$ cat src/sv/fdf_pkg.sv
package fdf_pkg;

    // Built size and number formats
    localparam int MAX_TAPS    = 64;
    localparam int SAMPLE_BITS = 16;
    localparam int COEF_BITS   = 16;

    // Fixed field widths of the channels and registers
    localparam int COEF_IDX_W = 6;
    localparam int DECIM_W    = 5;
    localparam int TAPS_W     = 7;
    localparam int CFG_IDX_W  = 1;
    localparam int CFG_DATA_W = 7;
    localparam int MAX_DECIM  = 16;

    // Derived widths
    localparam int TAP_AW = (MAX_TAPS > 1) ? $clog2(MAX_TAPS) : 1;
    localparam int TAP_CW = $clog2(MAX_TAPS + 1);
    localparam int STEP_W = $clog2(MAX_TAPS + 2);
    localparam int PHASE_W = 4;
    localparam int PROD_W = SAMPLE_BITS + COEF_BITS;
    localparam int ACC_W  = PROD_W + TAP_AW;
    localparam int Q_W    = ACC_W + 2 - COEF_BITS;

    // Last step of a run: the taps plus the multiply/accumulate drain
    localparam logic [STEP_W-1:0] STEP_LAST = STEP_W'(MAX_TAPS + 1);

    // Output range
    localparam logic signed [SAMPLE_BITS-1:0] SAT_MAX = {1'b0, {(SAMPLE_BITS-1){1'b1}}};
    localparam logic signed [SAMPLE_BITS-1:0] SAT_MIN = {1'b1, {(SAMPLE_BITS-1){1'b0}}};

    // Register indexes on the config port
    localparam logic [CFG_IDX_W-1:0] CFG_DECIM = 1'd0;
    localparam logic [CFG_IDX_W-1:0] CFG_TAPS  = 1'd1;

    // Word kinds on the input channel
    localparam logic KIND_COEF   = 1'b0;
    localparam logic KIND_SAMPLE = 1'b1;

    typedef enum logic [1:0] {
        ST_IDLE,
        ST_RUN,
        ST_DONE
    } t_fdf_state;

    // Control of one delay cell
    typedef struct packed {
        logic shift;
        logic rotate;
    } t_fdf_cell_ctl;

    // One term handed to the MAC
    typedef struct packed {
        logic                          vld;
        logic signed [SAMPLE_BITS-1:0] x;
    } t_fdf_term;

    // Rounded, saturated result
    typedef struct packed {
        logic signed [SAMPLE_BITS-1:0] value;
        logic                          sat;
    } t_fdf_result;

endpackage

$ cat src/sv/fdf_in_if.sv
interface fdf_in_if;
    import fdf_pkg::*;

    logic                               valid;
    logic                               ready;
    logic                               kind;
    logic        [COEF_IDX_W-1:0]       coef_index;
    logic signed [COEF_BITS-1:0]        coef_value;
    logic signed [SAMPLE_BITS-1:0]      sample_value;
    logic                               block_start;

    modport source (
        output valid, kind, coef_index, coef_value, sample_value, block_start,
        input  ready
    );

    modport sink (
        input  valid, kind, coef_index, coef_value, sample_value, block_start,
        output ready
    );

endinterface

$ cat src/sv/fdf_out_if.sv
interface fdf_out_if;
    import fdf_pkg::*;

    logic                          valid;
    logic                          ready;
    logic signed [SAMPLE_BITS-1:0] filtered_value;
    logic                          saturated;

    modport source (
        output valid, filtered_value, saturated,
        input  ready
    );

    modport sink (
        input  valid, filtered_value, saturated,
        output ready
    );

endinterface

$ cat src/sv/fdf_ram.sv
module fdf_ram #(
    parameter int WIDTH = 16,
    parameter int DEPTH = 64,
    localparam int AW   = (DEPTH > 1) ? $clog2(DEPTH) : 1
) (
    input  logic             i_clk,
    input  logic             i_we,
    input  logic [AW-1:0]    i_waddr,
    input  logic [WIDTH-1:0] i_wdata,
    input  logic [AW-1:0]    i_raddr,
    output logic [WIDTH-1:0] o_rdata
);

    logic [WIDTH-1:0] r_mem [DEPTH];
    logic [WIDTH-1:0] r_rdata;

    // One write port, one registered read port
    always_ff @(posedge i_clk) begin
        if (i_we) begin
            r_mem[i_waddr] <= i_wdata;
        end
        r_rdata <= r_mem[i_raddr];
    end

    assign o_rdata = r_rdata;

endmodule

$ cat src/sv/fdf_tap_cell.sv
module fdf_tap_cell (
    input  logic                                   i_clk,
    input  logic                                   i_rst_n,
    input  fdf_pkg::t_fdf_cell_ctl                 i_ctl,
    input  logic signed [fdf_pkg::SAMPLE_BITS-1:0] i_from_prev,
    input  logic signed [fdf_pkg::SAMPLE_BITS-1:0] i_from_next,
    output logic signed [fdf_pkg::SAMPLE_BITS-1:0] o_sample
);
    import fdf_pkg::*;

    logic signed [SAMPLE_BITS-1:0] r_sample;

    // Shift toward older positions on a new sample, rotate toward the head during a run
    always_ff @(posedge i_clk) begin
        if (!i_rst_n) begin
            r_sample <= '0;
        end else if (i_ctl.shift) begin
            r_sample <= i_from_prev;
        end else if (i_ctl.rotate) begin
            r_sample <= i_from_next;
        end
    end

    assign o_sample = r_sample;

endmodule

$ cat src/sv/fdf_mac.sv
module fdf_mac (
    input  logic                                 i_clk,
    input  logic                                 i_rst_n,
    input  logic                                 i_clr,
    input  fdf_pkg::t_fdf_term                   i_term,
    input  logic signed [fdf_pkg::COEF_BITS-1:0] i_coef,
    output fdf_pkg::t_fdf_result                 o_res
);
    import fdf_pkg::*;

    logic                          r_vld1;
    logic                          r_vld2;
    logic signed [SAMPLE_BITS-1:0] r_x;
    logic signed [PROD_W-1:0]      r_prod;
    logic signed [ACC_W-1:0]       r_acc;

    logic signed [ACC_W:0]         w_biased;
    logic signed [Q_W-1:0]         w_q;

    // Term valid pipeline; the coefficient arrives in the cycle after the sample
    always_ff @(posedge i_clk) begin
        if (!i_rst_n) begin
            r_vld1 <= 1'b0;
            r_vld2 <= 1'b0;
        end else begin
            r_vld1 <= i_term.vld;
            r_vld2 <= r_vld1;
        end
    end

    // Sample capture, product, accumulate
    always_ff @(posedge i_clk) begin
        r_x    <= i_term.x;
        r_prod <= PROD_W'(r_x * i_coef);
        if (i_clr) begin
            r_acc <= '0;
        end else if (r_vld2) begin
            r_acc <= r_acc + ACC_W'(r_prod);
        end
    end

    // Round half up, then clip to the sample range
    assign w_biased = (ACC_W+1)'(r_acc) + (ACC_W+1)'(1 << (COEF_BITS - 2));
    assign w_q      = Q_W'(w_biased >>> (COEF_BITS - 1));

    always_comb begin
        o_res.value = w_q[SAMPLE_BITS-1:0];
        o_res.sat   = 1'b0;
        if (w_q > Q_W'(SAT_MAX)) begin
            o_res.value = SAT_MAX;
            o_res.sat   = 1'b1;
        end else if (w_q < Q_W'(SAT_MIN)) begin
            o_res.value = SAT_MIN;
            o_res.sat   = 1'b1;
        end
    end

endmodule

$ cat src/sv/fir_decimating_filter_unit.sv
// Decimating FIR filter.
// Input channel i_in_ch (valid/ready): each word either writes one Q1.15
// coefficient (kind = 0) or brings one signed sample (kind = 1). Output
// channel o_out_ch (valid/ready) carries a rounded, saturated result with a
// clip flag. Registers decimation_factor (index 0) and taps_in_use (index 1)
// are written through i_cfg_we / i_cfg_idx / i_cfg_wdata; the user must write
// them only while idle, and the block itself does not enforce this.
// Samples live in a ring of tap cells. When a sample word completes a window
// (first full window of a block, then every decimation factor samples) the
// ring rotates once through all MAX_TAPS cells while a single multiplier
// works through the taps in the run state; the done state then loads the
// output register, and no word is accepted until the block is idle again.
// Coefficient words and other sample words leave the block idle.
// Reset clears the delay line, fill count, phase and output valid, and sets the
// registers to decimation 1 and all taps; coefficients must be written first.
// If the receiver stalls, the result waits in the output register; a following
// result waits in the block until it is taken, and no input is accepted then.
module fir_decimating_filter_unit (
    input  logic                             i_clk,
    input  logic                             i_rst_n,
    fdf_in_if.sink                           i_in_ch,
    fdf_out_if.source                        o_out_ch,
    input  logic                             i_cfg_we,
    input  logic [fdf_pkg::CFG_IDX_W-1:0]    i_cfg_idx,
    input  logic [fdf_pkg::CFG_DATA_W-1:0]   i_cfg_wdata
);
    import fdf_pkg::*;

    t_fdf_state r_state, n_state;

    logic [DECIM_W-1:0]  r_decim;
    logic [TAPS_W-1:0]   r_taps;
    logic [TAP_CW-1:0]   r_fill, n_fill;
    logic [PHASE_W-1:0]  r_phase, n_phase;
    logic [STEP_W-1:0]   r_step, n_step;
    logic [TAP_CW-1:0]   r_run_taps, n_run_taps;

    logic                          r_out_vld;
    logic signed [SAMPLE_BITS-1:0] r_out_value;
    logic                          r_out_sat;

    logic in_ready;
    logic in_acc;
    logic shift;
    logic mac_clr;
    logic load_out;

    logic [TAP_CW-1:0]   t_eff;
    logic [DECIM_W-1:0]  d_eff;
    logic [TAP_CW-1:0]   fc;
    logic [PHASE_W-1:0]  ph;
    logic [PHASE_W:0]    ph_inc;
    logic                was_full;
    logic [TAP_CW-1:0]   fill_nxt;
    logic [PHASE_W-1:0]  phase_nxt;
    logic                go;

    logic                coef_we;
    logic [TAP_AW-1:0]   coef_raddr;
    logic [COEF_BITS-1:0] coef_rdata;

    t_fdf_cell_ctl                 cell_ctl;
    logic signed [SAMPLE_BITS-1:0] w_cell [MAX_TAPS];
    t_fdf_term                     term;
    t_fdf_result                   res;

    assign in_ready       = (r_state == ST_IDLE);
    assign i_in_ch.ready  = in_ready;
    assign in_acc         = i_in_ch.valid && in_ready;

    // Config registers
    always_ff @(posedge i_clk) begin
        if (!i_rst_n) begin
            r_decim <= DECIM_W'(1);
            r_taps  <= TAPS_W'(MAX_TAPS);
        end else if (i_cfg_we) begin
            case (i_cfg_idx)
                CFG_DECIM: r_decim <= i_cfg_wdata[DECIM_W-1:0];
                CFG_TAPS:  r_taps  <= i_cfg_wdata[TAPS_W-1:0];
                default:   ;
            endcase
        end
    end

    // Effective taps and decimation, clamped to their ranges
    always_comb begin
        if (r_taps == '0) begin
            t_eff = TAP_CW'(1);
        end else if (32'(r_taps) > 32'(MAX_TAPS)) begin
            t_eff = TAP_CW'(MAX_TAPS);
        end else begin
            t_eff = TAP_CW'(r_taps);
        end
        if (r_decim == '0) begin
            d_eff = DECIM_W'(1);
        end else if (32'(r_decim) > 32'(MAX_DECIM)) begin
            d_eff = DECIM_W'(MAX_DECIM);
        end else begin
            d_eff = r_decim;
        end
    end

    // Window fill and decimation phase for an incoming sample
    always_comb begin
        fc        = i_in_ch.block_start ? '0 : r_fill;
        ph        = i_in_ch.block_start ? '0 : r_phase;
        was_full  = (fc >= t_eff);
        fill_nxt  = (32'(fc) < 32'(MAX_TAPS)) ? fc + 1'b1 : fc;
        ph_inc    = {1'b0, ph} + 1'b1;
        go        = 1'b0;
        phase_nxt = ph;
        if (!was_full) begin
            if (fill_nxt >= t_eff) begin
                go        = 1'b1;
                phase_nxt = '0;
            end
        end else if (32'(ph_inc) >= 32'(d_eff)) begin
            go        = 1'b1;
            phase_nxt = '0;
        end else begin
            phase_nxt = ph_inc[PHASE_W-1:0];
        end
    end

    // Sequencer: next state and controls
    always_comb begin
        n_state    = r_state;
        n_fill     = r_fill;
        n_phase    = r_phase;
        n_step     = r_step;
        n_run_taps = r_run_taps;
        shift      = 1'b0;
        mac_clr    = 1'b0;
        load_out   = 1'b0;
        case (r_state)
            ST_IDLE: begin
                if (in_acc && (i_in_ch.kind == KIND_SAMPLE)) begin
                    shift   = 1'b1;
                    n_fill  = fill_nxt;
                    n_phase = phase_nxt;
                    if (go) begin
                        n_state    = ST_RUN;
                        n_step     = '0;
                        n_run_taps = t_eff;
                        mac_clr    = 1'b1;
                    end
                end
            end
            ST_RUN: begin
                n_step = r_step + 1'b1;
                if (r_step == STEP_LAST) begin
                    n_state = ST_DONE;
                end
            end
            ST_DONE: begin
                if (!r_out_vld || o_out_ch.ready) begin
                    load_out = 1'b1;
                    n_state  = ST_IDLE;
                end
            end
            default: n_state = ST_IDLE;
        endcase
    end

    always_ff @(posedge i_clk) begin
        if (!i_rst_n) begin
            r_state <= ST_IDLE;
            r_fill  <= '0;
            r_phase <= '0;
            r_step  <= '0;
        end else begin
            r_state <= n_state;
            r_fill  <= n_fill;
            r_phase <= n_phase;
            r_step  <= n_step;
        end
    end

    always_ff @(posedge i_clk) begin
        r_run_taps <= n_run_taps;
    end

    // Coefficient store
    assign coef_we    = in_acc && (i_in_ch.kind == KIND_COEF) &&
                        (32'(i_in_ch.coef_index) < 32'(MAX_TAPS));
    assign coef_raddr = TAP_AW'(32'(r_run_taps) - 32'd1 - 32'(r_step));

    fdf_ram #(
        .WIDTH (COEF_BITS),
        .DEPTH (MAX_TAPS)
    ) u_coef_ram (
        .i_clk   (i_clk),
        .i_we    (coef_we),
        .i_waddr (TAP_AW'(i_in_ch.coef_index)),
        .i_wdata (i_in_ch.coef_value),
        .i_raddr (coef_raddr),
        .o_rdata (coef_rdata)
    );

    // Delay line: ring of tap cells, read at the head
    assign cell_ctl.shift  = shift;
    assign cell_ctl.rotate = (r_state == ST_RUN) && (32'(r_step) < 32'(MAX_TAPS));

    for (genvar gi = 0; gi < MAX_TAPS; gi++) begin : g_cell
        logic signed [SAMPLE_BITS-1:0] w_prev;
        logic signed [SAMPLE_BITS-1:0] w_next;
        if (gi == 0) begin : g_head
            assign w_prev = i_in_ch.sample_value;
        end else begin : g_body
            assign w_prev = w_cell[gi-1];
        end
        if (gi == MAX_TAPS - 1) begin : g_tail
            assign w_next = w_cell[0];
        end else begin : g_link
            assign w_next = w_cell[gi+1];
        end
        fdf_tap_cell u_cell (
            .i_clk       (i_clk),
            .i_rst_n     (i_rst_n),
            .i_ctl       (cell_ctl),
            .i_from_prev (w_prev),
            .i_from_next (w_next),
            .o_sample    (w_cell[gi])
        );
    end

    // Head cell at step k holds the k-th newest sample; pairs with coef[t-1-k]
    assign term.vld = (r_state == ST_RUN) && (32'(r_step) < 32'(r_run_taps));
    assign term.x   = w_cell[0];

    fdf_mac u_mac (
        .i_clk   (i_clk),
        .i_rst_n (i_rst_n),
        .i_clr   (mac_clr),
        .i_term  (term),
        .i_coef  (coef_rdata),
        .o_res   (res)
    );

    // Output register
    always_ff @(posedge i_clk) begin
        if (!i_rst_n) begin
            r_out_vld <= 1'b0;
        end else if (load_out) begin
            r_out_vld <= 1'b1;
        end else if (o_out_ch.ready) begin
            r_out_vld <= 1'b0;
        end
    end

    always_ff @(posedge i_clk) begin
        if (load_out) begin
            r_out_value <= res.value;
            r_out_sat   <= res.sat;
        end
    end

    assign o_out_ch.valid          = r_out_vld;
    assign o_out_ch.filtered_value = r_out_value;
    assign o_out_ch.saturated      = r_out_sat;

    // A new result is loaded only at the end of a run
    a_load_from_done: assert property (@(posedge i_clk) disable iff (!i_rst_n)
        load_out |-> (r_state == ST_DONE))
        else $error("result loaded outside of run completion");

    // Run length is fixed
    a_run_ends: assert property (@(posedge i_clk) disable iff (!i_rst_n)
        (r_state == ST_RUN && r_step == STEP_LAST) |=> (r_state == ST_DONE))
        else $error("run did not end after last step");

    // A producing sample starts a run with a cleared accumulator
    a_go_runs: assert property (@(posedge i_clk) disable iff (!i_rst_n)
        mac_clr |=> (r_state == ST_RUN && r_step == '0))
        else $error("run not started after window completed");

    // Clip flag only with a value at the range limit
    a_sat_limit: assert property (@(posedge i_clk) disable iff (!i_rst_n)
        (r_out_vld && r_out_sat) |-> (r_out_value == SAT_MAX || r_out_value == SAT_MIN))
        else $error("saturated flag with value inside range");

endmodule

$ cat src/flat_wrapper.sv
// flat-port wrapper written by rule: the top's interface ports become plain ports
module fir_decimating_filter_unit_flat import fdf_pkg::*;
  (i_clk, i_rst_n, i_cfg_we, i_cfg_idx, i_cfg_wdata, i_in_ch_valid, i_in_ch_kind, i_in_ch_coef_index, i_in_ch_coef_value, i_in_ch_sample_value, i_in_ch_block_start, i_in_ch_ready, o_out_ch_valid, o_out_ch_filtered_value, o_out_ch_saturated, o_out_ch_ready);
  fdf_in_if i_in_ch_i ();
  fdf_out_if o_out_ch_i ();
  input  logic i_clk;
  input  logic i_rst_n;
  input  logic i_cfg_we;
  input  logic [fdf_pkg::CFG_IDX_W-1:0] i_cfg_idx;
  input  logic [fdf_pkg::CFG_DATA_W-1:0] i_cfg_wdata;
  input wire logic [$bits(i_in_ch_i.valid)-1:0] i_in_ch_valid;
  input wire logic [$bits(i_in_ch_i.kind)-1:0] i_in_ch_kind;
  input wire logic [$bits(i_in_ch_i.coef_index)-1:0] i_in_ch_coef_index;
  input wire logic [$bits(i_in_ch_i.coef_value)-1:0] i_in_ch_coef_value;
  input wire logic [$bits(i_in_ch_i.sample_value)-1:0] i_in_ch_sample_value;
  input wire logic [$bits(i_in_ch_i.block_start)-1:0] i_in_ch_block_start;
  output wire logic [$bits(i_in_ch_i.ready)-1:0] i_in_ch_ready;
  output wire logic [$bits(o_out_ch_i.valid)-1:0] o_out_ch_valid;
  output wire logic [$bits(o_out_ch_i.filtered_value)-1:0] o_out_ch_filtered_value;
  output wire logic [$bits(o_out_ch_i.saturated)-1:0] o_out_ch_saturated;
  input wire logic [$bits(o_out_ch_i.ready)-1:0] o_out_ch_ready;
  assign i_in_ch_i.valid = i_in_ch_valid;
  assign i_in_ch_i.kind = i_in_ch_kind;
  assign i_in_ch_i.coef_index = i_in_ch_coef_index;
  assign i_in_ch_i.coef_value = i_in_ch_coef_value;
  assign i_in_ch_i.sample_value = i_in_ch_sample_value;
  assign i_in_ch_i.block_start = i_in_ch_block_start;
  assign i_in_ch_ready = i_in_ch_i.ready;
  assign o_out_ch_valid = o_out_ch_i.valid;
  assign o_out_ch_filtered_value = o_out_ch_i.filtered_value;
  assign o_out_ch_saturated = o_out_ch_i.saturated;
  assign o_out_ch_i.ready = o_out_ch_ready;
  fir_decimating_filter_unit u_core (.i_clk(i_clk), .i_rst_n(i_rst_n), .i_in_ch(i_in_ch_i), .o_out_ch(o_out_ch_i), .i_cfg_we(i_cfg_we), .i_cfg_idx(i_cfg_idx), .i_cfg_wdata(i_cfg_wdata));
endmodule
$ cat config.mk
export PLATFORM = sky130hd
export DESIGN_NAME = fir_decimating_filter_unit_flat
export DESIGN_NICKNAME = d
export VERILOG_FILES = /design/src/sv/fdf_pkg.sv /design/src/sv/fdf_in_if.sv /design/src/sv/fdf_out_if.sv /design/src/sv/fdf_ram.sv /design/src/sv/fdf_tap_cell.sv /design/src/sv/fdf_mac.sv /design/src/sv/fir_decimating_filter_unit.sv /design/src/flat_wrapper.sv
export SDC_FILE = /design/constraint.sdc
export NUM_CORES = 2
export LEC_CHECK = 0
export BUFFER_PORTS_ARGS = -buffer_cell sky130_fd_sc_hd__buf_4
export CELL_PAD_IN_SITES_DETAIL_PLACEMENT = 1
export CELL_PAD_IN_SITES_GLOBAL_PLACEMENT = 1
export CORE_ASPECT_RATIO = 0.9
export CORE_MARGIN = 2
export CORE_UTILIZATION = 39
export CTS_BUF_LIST = sky130_fd_sc_hd__clkbuf_8
export DETAILED_ROUTE_END_ITERATION = 7
export GPL_ROUTABILITY_DRIVEN = 0
export PLACE_DENSITY_LB_ADDON = 0.1
export SYNTH_ARGS = -nofsm -noshare
export SYNTH_HDL_FRONTEND = slang
export SYNTH_HIERARCHICAL = 1
export SYNTH_SLANG_ARGS = --single-unit
$ cat constraint.sdc
create_clock -name i_clk -period 8 [get_ports i_clk]
set_clock_uncertainty 0.05 [all_clocks]
set_input_delay 1.2 -clock i_clk [delete_from_list [all_inputs] [get_ports i_clk]]
set_output_delay 1.2 -clock i_clk [all_outputs]
set_load 0.02 [all_outputs]
==> impl_metrics.env <==
export IMPL_crit_fanout=16
export IMPL_critPathCaptureType="flip-flop"
export IMPL_synth_nets=8837
export IMPL_ys_ff_latch=2209
export IMPL_final_nets=8778
export IMPL_yosysTopAreaCell="edfxtp_1"
export IMPL_crit_top_cell="fa_1"
export IMPL_synth_enable_flop_cells=1048
export IMPL_cp_cell_sequence="nand2_1 -> inv_1 -> fa_1 -> inv_1 -> fa_1 -> inv_1 -> fa_1 -> fa_1 -> fa_1 -> inv_1 -> fa_1 -> inv_1 -> ha_1 -> a21o_1 -> a21o_1 -> a21oi_1 -> a21boi_1 -> o21ai_0 -> o41ai_1 -> xnor2_1"
export IMPL_critPathMaxStageDelay_ns=0.65
export IMPL_numPortBuffers=71
export IMPL_clock_fmax_mhz=148.2
export IMPL_grt_max_degree=239
export IMPL_setup_viol=0
export IMPL_cts_root_buf="clkbuf_8"
export IMPL_core_area_um2=287600
export IMPL_cp_buffers_inverters=5
export IMPL_overflow=0
export IMPL_setup_tns_ns=0
export IMPL_slowest_stage="dfxtp_1"
export IMPL_utilization_pct=42.44
export IMPL_io_pins=72
export IMPL_cts_buffers=387
export IMPL_relSlewSlack_pct=13.25
export IMPL_drive_above_1_share_pct=23.55
export IMPL_clockBufferDepth=4
export IMPL_fp_dieArea_um2=292700
export IMPL_yosys_warnings=6
export IMPL_synth_cell_types=108
export IMPL_min_period_ns=6.747
export IMPL_vdd_drop_max_v=0.0004749
export IMPL_avgSynthCellArea_um2=13.44
export IMPL_cap_violations=0
export IMPL_synthesis_instances=8367
export IMPL_power_density_nw_per_um2=300.8
export IMPL_crit_path_start_kind="flip-flop"
export IMPL_r2r_slack_ns=1.25
export IMPL_vias=66173
export IMPL_start_util_pct=39.11
export IMPL_worstPathArrival_ns=7.62
export IMPL_cts_setup_buffers=0
export IMPL_cts_tree="done"
export IMPL_n_fill_cell=29191
export IMPL_ys_top_cells_by_count="dfxtp_1, edfxtp_1, o211a_1"
export IMPL_die_x_um=570.0
export IMPL_hpwl_um=163000
export IMPL_drtPass1Iterations=5
export IMPL_finalWirelength_um=268400
export IMPL_rsz0062_at_grt="no"
export IMPL_async_flop_share_pct=0
export IMPL_grt_pass1_wl_um=416800
export IMPL_clk_latency_ns=1.13
export IMPL_hp_class="reg2reg"
export IMPL_synth_most_common_cell="dfxtp_1"
export IMPL_fin_crit_sh_pct=84.34
export IMPL_via_per_inst=5.334
export IMPL_finalHoldViolCount=0
export IMPL_criticalPathCategory="reg2reg"
export IMPL_synth_ff_type="dfxtp_1"
export IMPL_ant_nets=0
export IMPL_die_y_um=513.4
export IMPL_critPathTopFamily="adder cells"
export IMPL_seq_area_frac_synth_pct=48.65
export IMPL_wl_per_cell_um=21.63
export IMPL_grt_total_usage_pct=17.97
export IMPL_path_clk_slew_ns=0.06
export IMPL_outcome="finished, final reports clean"
export IMPL_rows=187
export IMPL_grt_pass1_vias=70028
export IMPL_worst_slew_pin_transition_ns=1.300
export IMPL_htreeDepth=5
export IMPL_critPathRequiredTime_ns=8.88
export IMPL_synth_cell_area_um2=112500
export IMPL_cts_hold_buf=0
export IMPL_drv_slew=0
export IMPL_antenna_found_initial=24
export IMPL_drt_drc_violations_left=0
export IMPL_cts_sink_count=2209
export IMPL_cts_resized=0
export IMPL_synthToLayoutAreaGrowth_pct=8.509
export IMPL_p_leak_nw=55.93
export IMPL_synth_top_area_share_pct=27.98
export IMPL_drt_iter0_markers=4310
export IMPL_synth_area_leaders="edfxtp_1, dfxtp_1, o211a_1"
## through the flow
step	total power [mW]	instances	area, um^2	setup slack (ns)	hold WS (ns)
2_1_floorplan	23.90	8367	112500	0.5710	0.3029
3_3_place_gp	26.84	11699	114700	1.221	0.3893
3_5_place_dp	27.12	11699	114700	1.203	0.3805
4_1_cts	37.42	12399	122000	1.204	0.2562
5_1_grt	39.49	12401	122000	0.7766	0.3360
6_report	36.71	12407	122000	1.253	0.3796
## sequential cells by signal, summed over array words and instances (netlist names), 4 cells and up
register	flops
u_core/g_cell.u_cell/o_sample	1024
u_core/o_out_ch.filtered_value	16
u_core/r_decim	5
u_core/r_fill	7
u_core/r_phase	4
u_core/r_run_taps	7
u_core/r_step	7
u_core/r_taps	7
u_core/u_coef_ram/o_rdata	16
u_core/u_coef_ram/r_mem	1024
u_core/u_mac/r_acc	38
u_core/u_mac/r_prod	32
u_core/u_mac/r_x	16
## where the power goes
| part | switching (mW) | total (mW) | leakage, nW | internal [mW] |
|---|---|---|---|---|
| logic | 7.36 | 13.3 | 32.6 | 5.94 |
| registers | 0.730 | 13.4 | 19.0 | 12.7 |
| clock network | 4.90 | 10.0 | 4.34 | 5.11 |
| total | 13.0 | 36.7 | 55.9 | 23.7 |
## routing by layer
| metal | track usage (%) | wire length [um] |
|---|---|---|
| met1 | 25.32 | 127700 |
| met2 | 27.99 | 119600 |
| met3 | 3.275 | 13760 |
| met4 | 5.516 | 7225 |
| met5 | 0 | 49 |
## worst register-to-register path: cells and delay by family, from the launching register on
family / cells / cell delay [ns]
fa+ha+maj: 7 / 3.31
compound gates: 6 / 1.38
xor+xnor: 1 / 0.16
simple gates: 1 / 0.19
buf+inv: 5 / 0.92
flops: 1 / 0.65
## placed cells by master, fill, tap and decap left out, types with 69 or more instances in the layout
cell type	synthesis	layout
dfxtp_1	1161	1160
clkbuf_8	3	440
mux4_2	221	221
mux2_4	640	640
mux2i_1	116	116
nor2_1	188	138
ha_1	153	152
a21oi_1	96	96
inv_1	384	539
mux2_2	397	397
fa_1	264	263
o211a_1	1029	1029
edfxtp_1	1048	1048
and2_1	132	132
nand3_1	69	69
buf_4	17	139
nand2_1	222	222
nand2b_1	978	978
## logic make-up after synthesis
logic type      count (synthesis)  share of synthesized area, %
buf+inv                      1001                         5.138
flops                        2209                         48.65
compound gates               1450                         11.77
simple gates                 1831                         9.360
fa+ha+maj                     417                         6.402
mux                          1377                         18.04
xor+xnor                       82                        0.6386
## final cells by class
class / instances / area, um^2 / share of cell area (%)
well taps: 3780 / 4730 / 3.876
clock buffers: 440 / 6056 / 4.963
diodes: 8 / 20.02 / 0.01641
multi-input cells: 5157 / 52170 / 42.76
clock inverters: 260 / 1294 / 1.060
flip-flops and latches: 2209 / 54710 / 44.84
repair buffers: 166 / 1579 / 1.294
inverters: 387 / 1460 / 1.197
## path summary, 6_finish.rpt
check	from	end	cells after the start
max	u_core/u_coef_ram/o_rdata[1]	u_core/u_mac/r_prod[29]	20
min	u_core/g_cell[0].u_cell/o_sample[15]	u_core/u_mac/r_x[15]	0
max reg2reg	u_core/u_coef_ram/o_rdata[1]	u_core/u_mac/r_prod[29]	20
min reg2reg	u_core/g_cell[0].u_cell/o_sample[15]	u_core/u_mac/r_x[15]	0
No activity file was read; power rests on OpenSTA's default activity.
